==> src/weds_pkg.sv <==
package weds_pkg;

  // Width of one stored error term (two's complement).
  localparam int unsigned ERR_BITS = 13;

  // Width of the result field and of the register index on the config port.
  localparam int unsigned COMP_BITS    = 3;
  localparam int unsigned CFG_IDX_BITS = 4;

  // Number of weight registers in the register map.
  localparam int unsigned REG_COUNT = 8;

  // Stream payload widths, padded to whole bytes.
  localparam int unsigned IN_TDATA_BITS  = 8;
  localparam int unsigned OUT_TDATA_BITS = 8;

  // Saturation limits of an error term.
  localparam int ERR_MAX = (1 << (ERR_BITS - 1)) - 1;
  localparam int ERR_MIN = -(1 << (ERR_BITS - 1));

  typedef logic signed [ERR_BITS-1:0] err_t;

  typedef enum logic [1:0] {
    ST_IDLE,
    ST_SCAN,
    ST_FIX
  } fsm_e;

endpackage

==> src/weighted_error_diffusion_selector.sv <==
// Weighted error-diffusion component selector (smooth weighted round robin).
//
// Each transfer on the slave stream is one layer step; tdata bit 0 is the
// restart flag, which clears every error term before that step. For each
// step the block adds every component's weight to its error term, picks the
// component with the largest error (lowest index on a tie), subtracts the
// weight total from the picked error and sends the picked index as one
// transfer on the master stream. If all weights are zero the answer is
// component 0 and the errors stay as they are.
// The error terms live in a small synchronous RAM that is scanned once per
// step, one entry per cycle. The slave side is ready only while idle, so a
// new step is not accepted before the current one is done; the single RAM
// read port, visiting each entry once, sets the step spacing. The user must
// write weights through the plain config port only while the block is idle;
// the block itself does not enforce it. Reset returns weights 0 and 1 to one,
// all others to zero, and marks every error as zero through per-entry valid
// bits. When the receiver stalls, the result is held in the output register;
// the block still accepts and computes the next step, and only then waits for
// the register to drain.
module weighted_error_diffusion_selector #(
  parameter int unsigned NUM_COMPONENTS = 8,
  parameter int unsigned WEIGHT_BITS    = 8
) (
  input  logic                                clk_i,
  input  logic                                rst_ni,
  // Configuration writes.
  input  logic                                cfg_we_i,
  input  logic [weds_pkg::CFG_IDX_BITS-1:0]   cfg_idx_i,
  input  logic [WEIGHT_BITS-1:0]              cfg_data_i,
  // Slave stream: one layer step per transfer.
  input  logic                                s_axis_tvalid,
  output logic                                s_axis_tready,
  input  logic [weds_pkg::IN_TDATA_BITS-1:0]  s_axis_tdata,   // [0] restart
  // Master stream: one chosen component per step.
  output logic                                m_axis_tvalid,
  input  logic                                m_axis_tready,
  output logic [weds_pkg::OUT_TDATA_BITS-1:0] m_axis_tdata    // [2:0] component
);

  import weds_pkg::*;

  localparam int unsigned IDX_W = $clog2(NUM_COMPONENTS);
  // Running total of the weights.
  localparam int unsigned TOT_W = WEIGHT_BITS + IDX_W;
  // Error plus weight, and error minus total, with room for the sign.
  localparam int unsigned SUM_W = ((WEIGHT_BITS + 1 > ERR_BITS) ? WEIGHT_BITS + 1 : ERR_BITS) + 1;
  localparam int unsigned DIF_W = ((TOT_W + 1 > ERR_BITS) ? TOT_W + 1 : ERR_BITS) + 1;

  localparam logic signed [SUM_W-1:0] SUM_MAX = SUM_W'(ERR_MAX);
  localparam logic signed [SUM_W-1:0] SUM_MIN = SUM_W'(ERR_MIN);
  localparam logic signed [DIF_W-1:0] DIF_MAX = DIF_W'(ERR_MAX);
  localparam logic signed [DIF_W-1:0] DIF_MIN = DIF_W'(ERR_MIN);
  localparam logic [IDX_W-1:0]        LAST_IDX = IDX_W'(NUM_COMPONENTS - 1);

  // Weight registers; writes to components beyond NUM_COMPONENTS are dropped.
  logic [WEIGHT_BITS-1:0] weight_q [NUM_COMPONENTS];

  fsm_e                    state_q, state_d;
  logic [IDX_W-1:0]        cnt_q, cnt_d;
  logic [IDX_W-1:0]        pick_q, pick_d;
  err_t                    best_q, best_d;
  logic [TOT_W-1:0]        total_q, total_d;
  logic [NUM_COMPONENTS-1:0] valid_q, valid_d;
  logic                    out_vld_q, out_vld_d;
  logic [COMP_BITS-1:0]    out_comp_q, out_comp_d;

  logic                    ram_we;
  logic [IDX_W-1:0]        ram_waddr;
  err_t                    ram_wdata;
  logic                    ram_re;
  logic [IDX_W-1:0]        ram_raddr;
  logic [ERR_BITS-1:0]     ram_rdata;

  err_t                    old_err;
  logic [WEIGHT_BITS-1:0]  cur_weight;
  logic signed [SUM_W-1:0] sum_wide;
  err_t                    new_err;
  logic signed [DIF_W-1:0] dif_wide;
  err_t                    fix_err;

  weds_ram #(
    .WIDTH (ERR_BITS),
    .DEPTH (NUM_COMPONENTS)
  ) u_err_ram (
    .clk_i   (clk_i),
    .we_i    (ram_we),
    .waddr_i (ram_waddr),
    .wdata_i (ram_wdata),
    .re_i    (ram_re),
    .raddr_i (ram_raddr),
    .rdata_o (ram_rdata)
  );

  // Configuration writes.
  always_ff @(posedge clk_i or negedge rst_ni) begin
    if (!rst_ni) begin
      for (int k = 0; k < NUM_COMPONENTS; k++) begin
        weight_q[k] <= (k < 2) ? WEIGHT_BITS'(1) : '0;
      end
    end else if (cfg_we_i && (cfg_idx_i < CFG_IDX_BITS'(NUM_COMPONENTS))) begin
      weight_q[cfg_idx_i[IDX_W-1:0]] <= cfg_data_i;
    end
  end

  // An entry that has not been written since reset or restart reads as zero.
  assign old_err    = valid_q[cnt_q] ? err_t'(ram_rdata) : '0;
  assign cur_weight = weight_q[cnt_q];

  // Error plus this component's weight, saturated to the stored range.
  assign sum_wide = signed'({{(SUM_W - ERR_BITS){old_err[ERR_BITS-1]}}, old_err})
                  + signed'({{(SUM_W - WEIGHT_BITS){1'b0}}, cur_weight});

  always_comb begin
    if (sum_wide > SUM_MAX) begin
      new_err = err_t'(ERR_MAX);
    end else if (sum_wide < SUM_MIN) begin
      new_err = err_t'(ERR_MIN);
    end else begin
      new_err = sum_wide[ERR_BITS-1:0];
    end
  end

  // Picked error minus the weight total, saturated likewise.
  assign dif_wide = signed'({{(DIF_W - ERR_BITS){best_q[ERR_BITS-1]}}, best_q})
                  - signed'({{(DIF_W - TOT_W){1'b0}}, total_q});

  always_comb begin
    if (dif_wide > DIF_MAX) begin
      fix_err = err_t'(ERR_MAX);
    end else if (dif_wide < DIF_MIN) begin
      fix_err = err_t'(ERR_MIN);
    end else begin
      fix_err = dif_wide[ERR_BITS-1:0];
    end
  end

  always_ff @(posedge clk_i or negedge rst_ni) begin
    if (!rst_ni) begin
      state_q   <= ST_IDLE;
      cnt_q     <= '0;
      valid_q   <= '0;
      out_vld_q <= 1'b0;
    end else begin
      state_q   <= state_d;
      cnt_q     <= cnt_d;
      valid_q   <= valid_d;
      out_vld_q <= out_vld_d;
    end
  end

  always_ff @(posedge clk_i) begin
    pick_q     <= pick_d;
    best_q     <= best_d;
    total_q    <= total_d;
    out_comp_q <= out_comp_d;
  end

  always_comb begin
    state_d       = state_q;
    cnt_d         = cnt_q;
    pick_d        = pick_q;
    best_d        = best_q;
    total_d       = total_q;
    valid_d       = valid_q;
    out_vld_d     = out_vld_q;
    out_comp_d    = out_comp_q;
    ram_we        = 1'b0;
    ram_waddr     = cnt_q;
    ram_wdata     = new_err;
    ram_re        = 1'b0;
    ram_raddr     = cnt_q + IDX_W'(1);
    s_axis_tready = 1'b0;

    if (out_vld_q && m_axis_tready) begin
      out_vld_d = 1'b0;
    end

    case (state_q)
      ST_IDLE: begin
        s_axis_tready = 1'b1;
        if (s_axis_tvalid) begin
          if (s_axis_tdata[0]) begin
            valid_d = '0;
          end
          ram_re    = 1'b1;
          ram_raddr = '0;
          cnt_d     = '0;
          state_d   = ST_SCAN;
        end
      end
      ST_SCAN: begin
        // Read data for entry cnt_q is here; write its update back and
        // fetch the next entry in the same cycle.
        ram_we         = 1'b1;
        valid_d[cnt_q] = 1'b1;
        total_d = ((cnt_q == '0) ? '0 : total_q) + {{IDX_W{1'b0}}, cur_weight};
        if ((cnt_q == '0) || (new_err > best_q)) begin
          best_d = new_err;
          pick_d = cnt_q;
        end
        if (cnt_q == LAST_IDX) begin
          state_d = ST_FIX;
        end else begin
          cnt_d  = cnt_q + IDX_W'(1);
          ram_re = 1'b1;
        end
      end
      ST_FIX: begin
        // Wait here until the output register is free, then finish the step.
        if (!out_vld_q || m_axis_tready) begin
          out_vld_d = 1'b1;
          if (total_q != '0) begin
            ram_we     = 1'b1;
            ram_waddr  = pick_q;
            ram_wdata  = fix_err;
            out_comp_d = COMP_BITS'(pick_q);
          end else begin
            out_comp_d = '0;
          end
          state_d = ST_IDLE;
        end
      end
      default: begin
        state_d = ST_IDLE;
      end
    endcase
  end

  assign m_axis_tvalid = out_vld_q;
  assign m_axis_tdata  = {{(OUT_TDATA_BITS - COMP_BITS){1'b0}}, out_comp_q};

endmodule

==> src/weds_ram.sv <==
module weds_ram #(
  parameter int unsigned WIDTH = 13,
  parameter int unsigned DEPTH = 8
) (
  input  logic                     clk_i,
  input  logic                     we_i,
  input  logic [$clog2(DEPTH)-1:0] waddr_i,
  input  logic [WIDTH-1:0]         wdata_i,
  input  logic                     re_i,
  input  logic [$clog2(DEPTH)-1:0] raddr_i,
  output logic [WIDTH-1:0]         rdata_o
);

  logic [WIDTH-1:0] mem_q [DEPTH];
  logic [WIDTH-1:0] rdata_q;

  always_ff @(posedge clk_i) begin
    if (we_i) begin
      mem_q[waddr_i] <= wdata_i;
    end
    if (re_i) begin
      rdata_q <= mem_q[raddr_i];
    end
  end

  assign rdata_o = rdata_q;

endmodule
==> config.mk <==
export PLATFORM = sky130hd
export DESIGN_NAME = weighted_error_diffusion_selector
export DESIGN_NICKNAME = d
export VERILOG_FILES = /design/src/weds_pkg.sv /design/src/weighted_error_diffusion_selector.sv /design/src/weds_ram.sv
export SDC_FILE = /design/constraint.sdc
export NUM_CORES = 1
export LEC_CHECK = 0
export BUFFER_PORTS_ARGS = -buffer_cell sky130_fd_sc_hd__buf_2
export CORE_MARGIN = 2
export CORE_UTILIZATION = 55
export DETAILED_ROUTE_END_ITERATION = 16
export PLACE_DENSITY = 0.7
export SYNTH_ARGS = -nofsm -noshare
export SYNTH_HDL_FRONTEND = slang
export SYNTH_SLANG_ARGS = --single-unit
==> constraint.sdc <==
create_clock -name clk_i -period 12.6 [get_ports clk_i]
set_input_delay 1.89 -clock clk_i [delete_from_list [all_inputs] [get_ports clk_i]]
set_output_delay 1.89 -clock clk_i [all_outputs]
set_load 0.01 [all_outputs]
==> results of run 1 <==
[layout make-up]
cell class	count	area, um^2	area share [%]
clock inverter	13	91.3	0.740
multi-input combinational	548	4570	37.0
tap	270	338	2.74
inverter	36	135	1.10
timing repair buffer	32	183	1.48
clock buffer	31	658	5.33
sequential	225	6370	51.6
[routing by layer]
layer	wire length [um]	track usage [%]	part of all wire, %
met3	1110	3.17	4.6
met4	580	6.63	2.4
met5	0	0	0
met1	10600	30.4	44
met2	11900	39.7	49
[flip-flops by register name, indices dropped and copies added (netlist names)]
name and flops:
pick_q 3, m_axis_tvalid 1, u_err_ram.rdata_o 13, cnt_q 3, weight_q 64, u_err_ram.mem_q 104
best_q 13, out_comp_q 3, total_q 11, state_q 2, valid_q 8
[cell usage in the layout (no fill, tap or decap), types with 5 or more instances in the layout]
master       n
a21o_1      10
a21oi_1     38
a21oi_2     10
a22oi_1     27
a31oi_1      5
and2_1       6
buf_2       22
buf_4        9
clkbuf_1     5
clkbuf_16   25
clkinv_2     5
conb_1       5
dfrtp_1     76
edfxtp_1   147
ha_1        46
inv_1       36
mux2_2      79
mux4_2      26
nand2_1     57
nand2b_1     5
nand3_1     16
nand3b_1     5
nand4_1     12
nor2_1      33
nor2_2       5
nor2b_1     14
nor3_1      11
o21a_1       7
o21ai_0     28
xnor2_1     15
xor2_1       7
[how the worst max path moves through the flow]
stage / to / slack, ns / from / depth (start not counted)
floorplan: best_q[0] / 7.46 / cnt_q[2] / 23
global placement: pick_q[0] / 6.34 / cnt_q[0] / 21
detailed placement: pick_q[0] / 6.16 / cnt_q[0] / 20
CTS: best_q[12] / 6.10 / cnt_q[0] / 21
global route: best_q[12] / 5.81 / cnt_q[0] / 21
finish: best_q[12] / 6.44 / cnt_q[1] / 19
[per-stage QoR]
step	hold WS [ns]	setup WS, ns	util (%)	instance area [um^2]	total power, mW
2_1_floorplan	0.444	7.46	-	11200	2.70
3_3_place_gp	0.462	6.34	57.6	11600	3.11
3_5_place_dp	0.471	6.16	57.6	11600	3.19
4_1_cts	0.486	6.10	61.4	12300	3.87
5_1_grt	0.510	5.81	61.4	12300	4.12
6_report	0.487	6.44	61.4	12300	3.86
[cells by family after synthesis]
| family | synth area share [%] |
|---|---|
| mux | 13.5 |
| compound gates | 10.6 |
| xor+xnor | 1.72 |
| simple gates | 8.89 |
| fa+ha+maj | 5.66 |
| buf+inv | 2.90 |
| other cells | 0.0334 |
| flops | 56.7 |
[worst max-delay path, cell delays in order, from the launching register on]
cell      delay (ns)
dfrtp_1         0.71
inv_1           0.25
nor3_1          0.93
a22oi_1         0.21
nand4_1         0.33
ha_1            0.39
a41o_1          0.28
a21oi_1         0.19
o21ai_1         0.17
and4_1          0.26
o21ai_4         0.30
nand2_1         0.14
ha_1            0.32
nor2b_1         0.13
o21a_1          0.12
o21ai_0         0.07
nand2b_1        0.08
a21oi_1         0.08
o211ai_1        0.17
a22o_1          0.64
[where the power goes]
| part | switching [mW] | internal (mW) |
|---|---|---|
| combinational | 1.13 | 0.719 |
| clock | 0.281 | 0.389 |
| sequential | 0.106 | 1.24 |
| total | 1.51 | 2.35 |
==> reports/metrics.csv, run 1 <==
metric,value,unit
path_max_fanout,17,
r2r_cells,19,
clockBufferDepth,3,
grt-ovfl-total,0,
dp_hpwl,16800,um
async_flop_share,34.7,%
cts_buffers,24,
critical_path_class,reg2reg,
core,20100,um^2
cts-root-buf,clkbuf_16,
timing.final.crit_share,48.9,%
p_leak,4.78,nW
setup_violations,0,
synthDistinctLibCells,76,
status,finished clean,
die_y,147,um
antenna_found_initial,0,
grt_max_degree,76,
io_buffer_count,22,
nets,941,
synth.most_common_cell,edfxtp_1,
die_w,147,um
r2r_start,cnt_q[1],
worstMarginPinSlew,1.10,ns
yosys_warnings,0,
fmax,0.162,GHz
h-tree-depth,1,
vdd_drop_max,0.168,mV
viasPerCell,6.03,
antenna_cells,0,
setup_tns,0,ns
fin_skew,0.0123,ns
grt_pass1_wl,38500,um
initial_core_util,55.9,%
min_period,6.16,ns
ios,35,
dp.cells,1110,
cts-resized-gates,0,
ys_seq_elements,225,
hold_violations,0,
cts_sinks,225,
synth_top_area_share,39.3,%
die_area,21600,um^2
grt_pass1_vias,7168,
yosys-top-cells-count,"edfxtp_1, mux2_2, dfrtp_1, nand2_1, ha_1",
syn_to_final_growth,9.87,%
r2r_setup_slack,6.44,ns
start_kind,register,
synth_ff_type,edfxtp_1,
drv_slew,0,
worstHoldEndpoint,valid_q[2],
fp-row-count,52,
crit_required,12.74,ns
wirelength,24200,um
insertion_delay,0.51,ns
holdPathStages,2,
path_clk_slew,0.06,ns
cts_tree,done,
power_density,313,nW/um^2
rsz0062_at_grt,no,
relSlewSlack,26.0,%
firstDrtPassIters,5,
drtIter0Drc,370,
hp-start,valid_q[2],
final_antenna_net_count,0,
crit_arrival,6.30,ns
min_path_type,reg2reg,
cp-end-kind,register,
cts.hold.buffers_added,0,
post-synth-top-area-cell,edfxtp_1,
drv_cap,0,
netlist_instances,839,
synth_area_leaders,"edfxtp_1, dfrtp_1, mux2_2",
num_vias,6968,
netlist_area,11200,um^2
yosysSeqAreaShare,56.7,%
syn_avg_cell_area,13.4,um^2
drcViolationCount,0,
drive_gt1_share,23.4,%
gr-usage-all-layers,22.9,%
routedWlPerCell,20.9,um
fill_cells,1451,
fin_cells,1155,
timing.rr.end,best_q[12],
cts_setup_buffers,0,
gp_congestion,0.868,
synth_edf_count,147,
No activity file was read; power rests on OpenSTA's default activity.
==> run 2: changes to the inputs <==
Clock period 12.6 ns to 6.26 ns, I/O delays scaled along.
==> reports/metrics.csv, run 2 (synthesis gave the netlist of run 1 again) <==
metric,value,unit,change
setup_violations,0,,unchanged
gp_congestion,0.862,,-0.76%
drv_cap,0,,unchanged
power_density,628,nW/um^2,+100%
p_leak,4.77,nW,about the same
setup_tns,0,ns,unchanged
clockBufferDepth,3,,unchanged
gr-usage-all-layers,23.0,%,+0.087 points
syn_to_final_growth,9.66,%,
grt-ovfl-total,0,,unchanged
holdPathStages,2,,unchanged
placed_cell_area,11600,um^2,+0.47%
drive_gt1_share,23.1,%,-0.33 points
internal-power,4.67,mW,+99%
path_max_fanout,17,,unchanged
cts-root-buf,clkbuf_16,,
hold_ws,0.488,ns,+0.00100 ns
cts_buffers,23,,-4.2%
largest_register,u_err_ram.mem_q,,
critical_path_class,reg2reg,,
final_antenna_net_count,0,,unchanged
insertion_delay,0.51,ns,about the same
p_sw,3.07,mW,+100%
fin_skew,0.0165,ns,+0.00418 ns
mostFrequentLayoutCells,"edfxtp_1, mux2_2, dfrtp_1, nand2_1, ha_1",,
fmax,0.174,GHz,+7.2%
crit_arrival,5.87,ns,-0.43 ns
min_period,5.75,ns,-0.416 ns
path_clk_slew,0.06,ns,about the same
worstMarginPinSlew,1.26,ns,+0.159 ns
fin_area,12300,um^2,-0.19%
die_w,147,um,unchanged
rsz0062_at_grt,no,,
fill_cells,1490,,+2.7%
dp_hpwl,17000,um,+1.5%
firstDrtPassIters,5,,unchanged
setup_ws,0.514,ns,-5.92 ns
grt_pass1_vias,7211,,+0.60%
cp-end-kind,register,,
r2r_start,cnt_q[2],,
hold_violations,0,,unchanged
largest_reg_flops,104,,unchanged
cts_tree,done,,
die_area,21600,um^2,unchanged
fp-row-count,52,,unchanged
antenna_found_initial,0,,unchanged
cts_sinks,225,,unchanged
antenna_cells,0,,unchanged
drtIter0Drc,436,,+18%
ios,35,,unchanged
drcViolationCount,0,,unchanged
layout_commonest_cell,edfxtp_1,,
swShare,39.6,%,+0.47 points
timing.final.crit_share,91.8,%,+43 points
initial_core_util,55.9,%,unchanged
timing.rr.end,pick_q[1],,
grt_max_degree,79,,+3.9%
routedWlPerCell,21.1,um,+0.74%
cts-resized-gates,0,,unchanged
wirelength,24400,um,+1.1%
r2r_cells,19,,unchanged
power,7.74,mW,+100%
h-tree-depth,1,,unchanged
vdd_drop_max,0.339,mV,+100%
relSlewSlack,15.3,%,-11 points
nets,947,,+0.64%
num_vias,6974,,+0.086%
status,finished clean,,
min_path_type,reg2reg,,
critPathLaunch,cnt_q[2],,
clockPowerShare,16.1,%,-1.2 points
drv_slew,0,,unchanged
post-place-ws,0.625,ns,-5.54 ns
viasPerCell,6.02,,-0.26%
p_comb_share,48.8,%,+1.0 points
grt_pass1_wl,38800,um,+0.75%
start_kind,register,,
power.share.sequential,35.1,%,+0.2 points
cts.hold.buffers_added,0,,unchanged
top_regs,"u_err_ram.mem_q x104, weight_q x64",,
hp-start,valid_q[3],,
r2r_setup_slack,0.51,ns,-5.92 ns
io_buffer_count,22,,unchanged
die_y,147,um,unchanged
cts_setup_buffers,0,,unchanged
core,20100,um^2,unchanged
crit_required,6.39,ns,-6.35 ns
worstHoldEndpoint,valid_q[3],,
## run 2: worst max path at each step
stage / end / cells past startpoint / slack, ns
after floorplan: best_q[0] / 23 / 1.12
after global placement: pick_q[1] / 18 / 0.69
after detailed placement: pick_q[2] / 19 / 0.63
after CTS: pick_q[2] / 19 / 0.56
after global routing: best_q[0] / 19 / 0.15
final: pick_q[1] / 19 / 0.51
## run 2: cell type report
class / count / area, um^2 / area share [%]
multi-input cells: 548 / 4560 / 37.0
well taps: 270 / 338 / 2.74
repair buffers: 39 / 238 / 1.93
clock buffers: 33 / 634 / 5.15
flip-flops and latches: 225 / 6370 / 51.7
inverters: 36 / 135 / 1.10
clock inverters: 8 / 41.3 / 0.335
## run 2: per-stage QoR
stage	utilization, %	std cells
final	61.3	1159
after global routing	61.3	1159
after CTS	61.3	1159
after detailed placement	57.9	1118
after global placement	57.9	1118
after floorplan	-	843
## run 2: worst max-delay path, cell delays in order (launching register included)
cell and delay [ns]:
dfrtp_1 0.55, nor3_1 1.03, a22oi_1 0.22, nand4_1 0.33, ha_1 0.38, a21oi_1 0.19
nand2_1 0.10, o211ai_1 0.32, nand2_1 0.22, nand4_1 0.26, nand2_1 0.13, and2_1 0.17
ha_1 0.18, nor2b_1 0.11, o21a_1 0.11, o21ai_0 0.08, nand2b_1 0.08, a21oi_1 0.07
o211ai_1 0.16, a22o_1 0.64
## run 2: power groups by stage
stage                     registers (mW)  clock network [mW]  logic, mW
final                               2.71                1.25       3.78
after CTS                           2.71                1.26       3.76
after floorplan                     2.65                   0       2.78
after global routing                2.75                1.32       4.19
after detailed placement            2.73                   0       3.74
after global placement              2.70                   0       3.59
## run 2: metal layers
metal	share of wire [%]	GRT usage, %	vias to the layer above
met5	0	0	-
met4	2.3	6.11	0
met3	4.4	2.73	43
met2	49	38.9	172
met1	44	31.9	3522
li1	-	-	3237
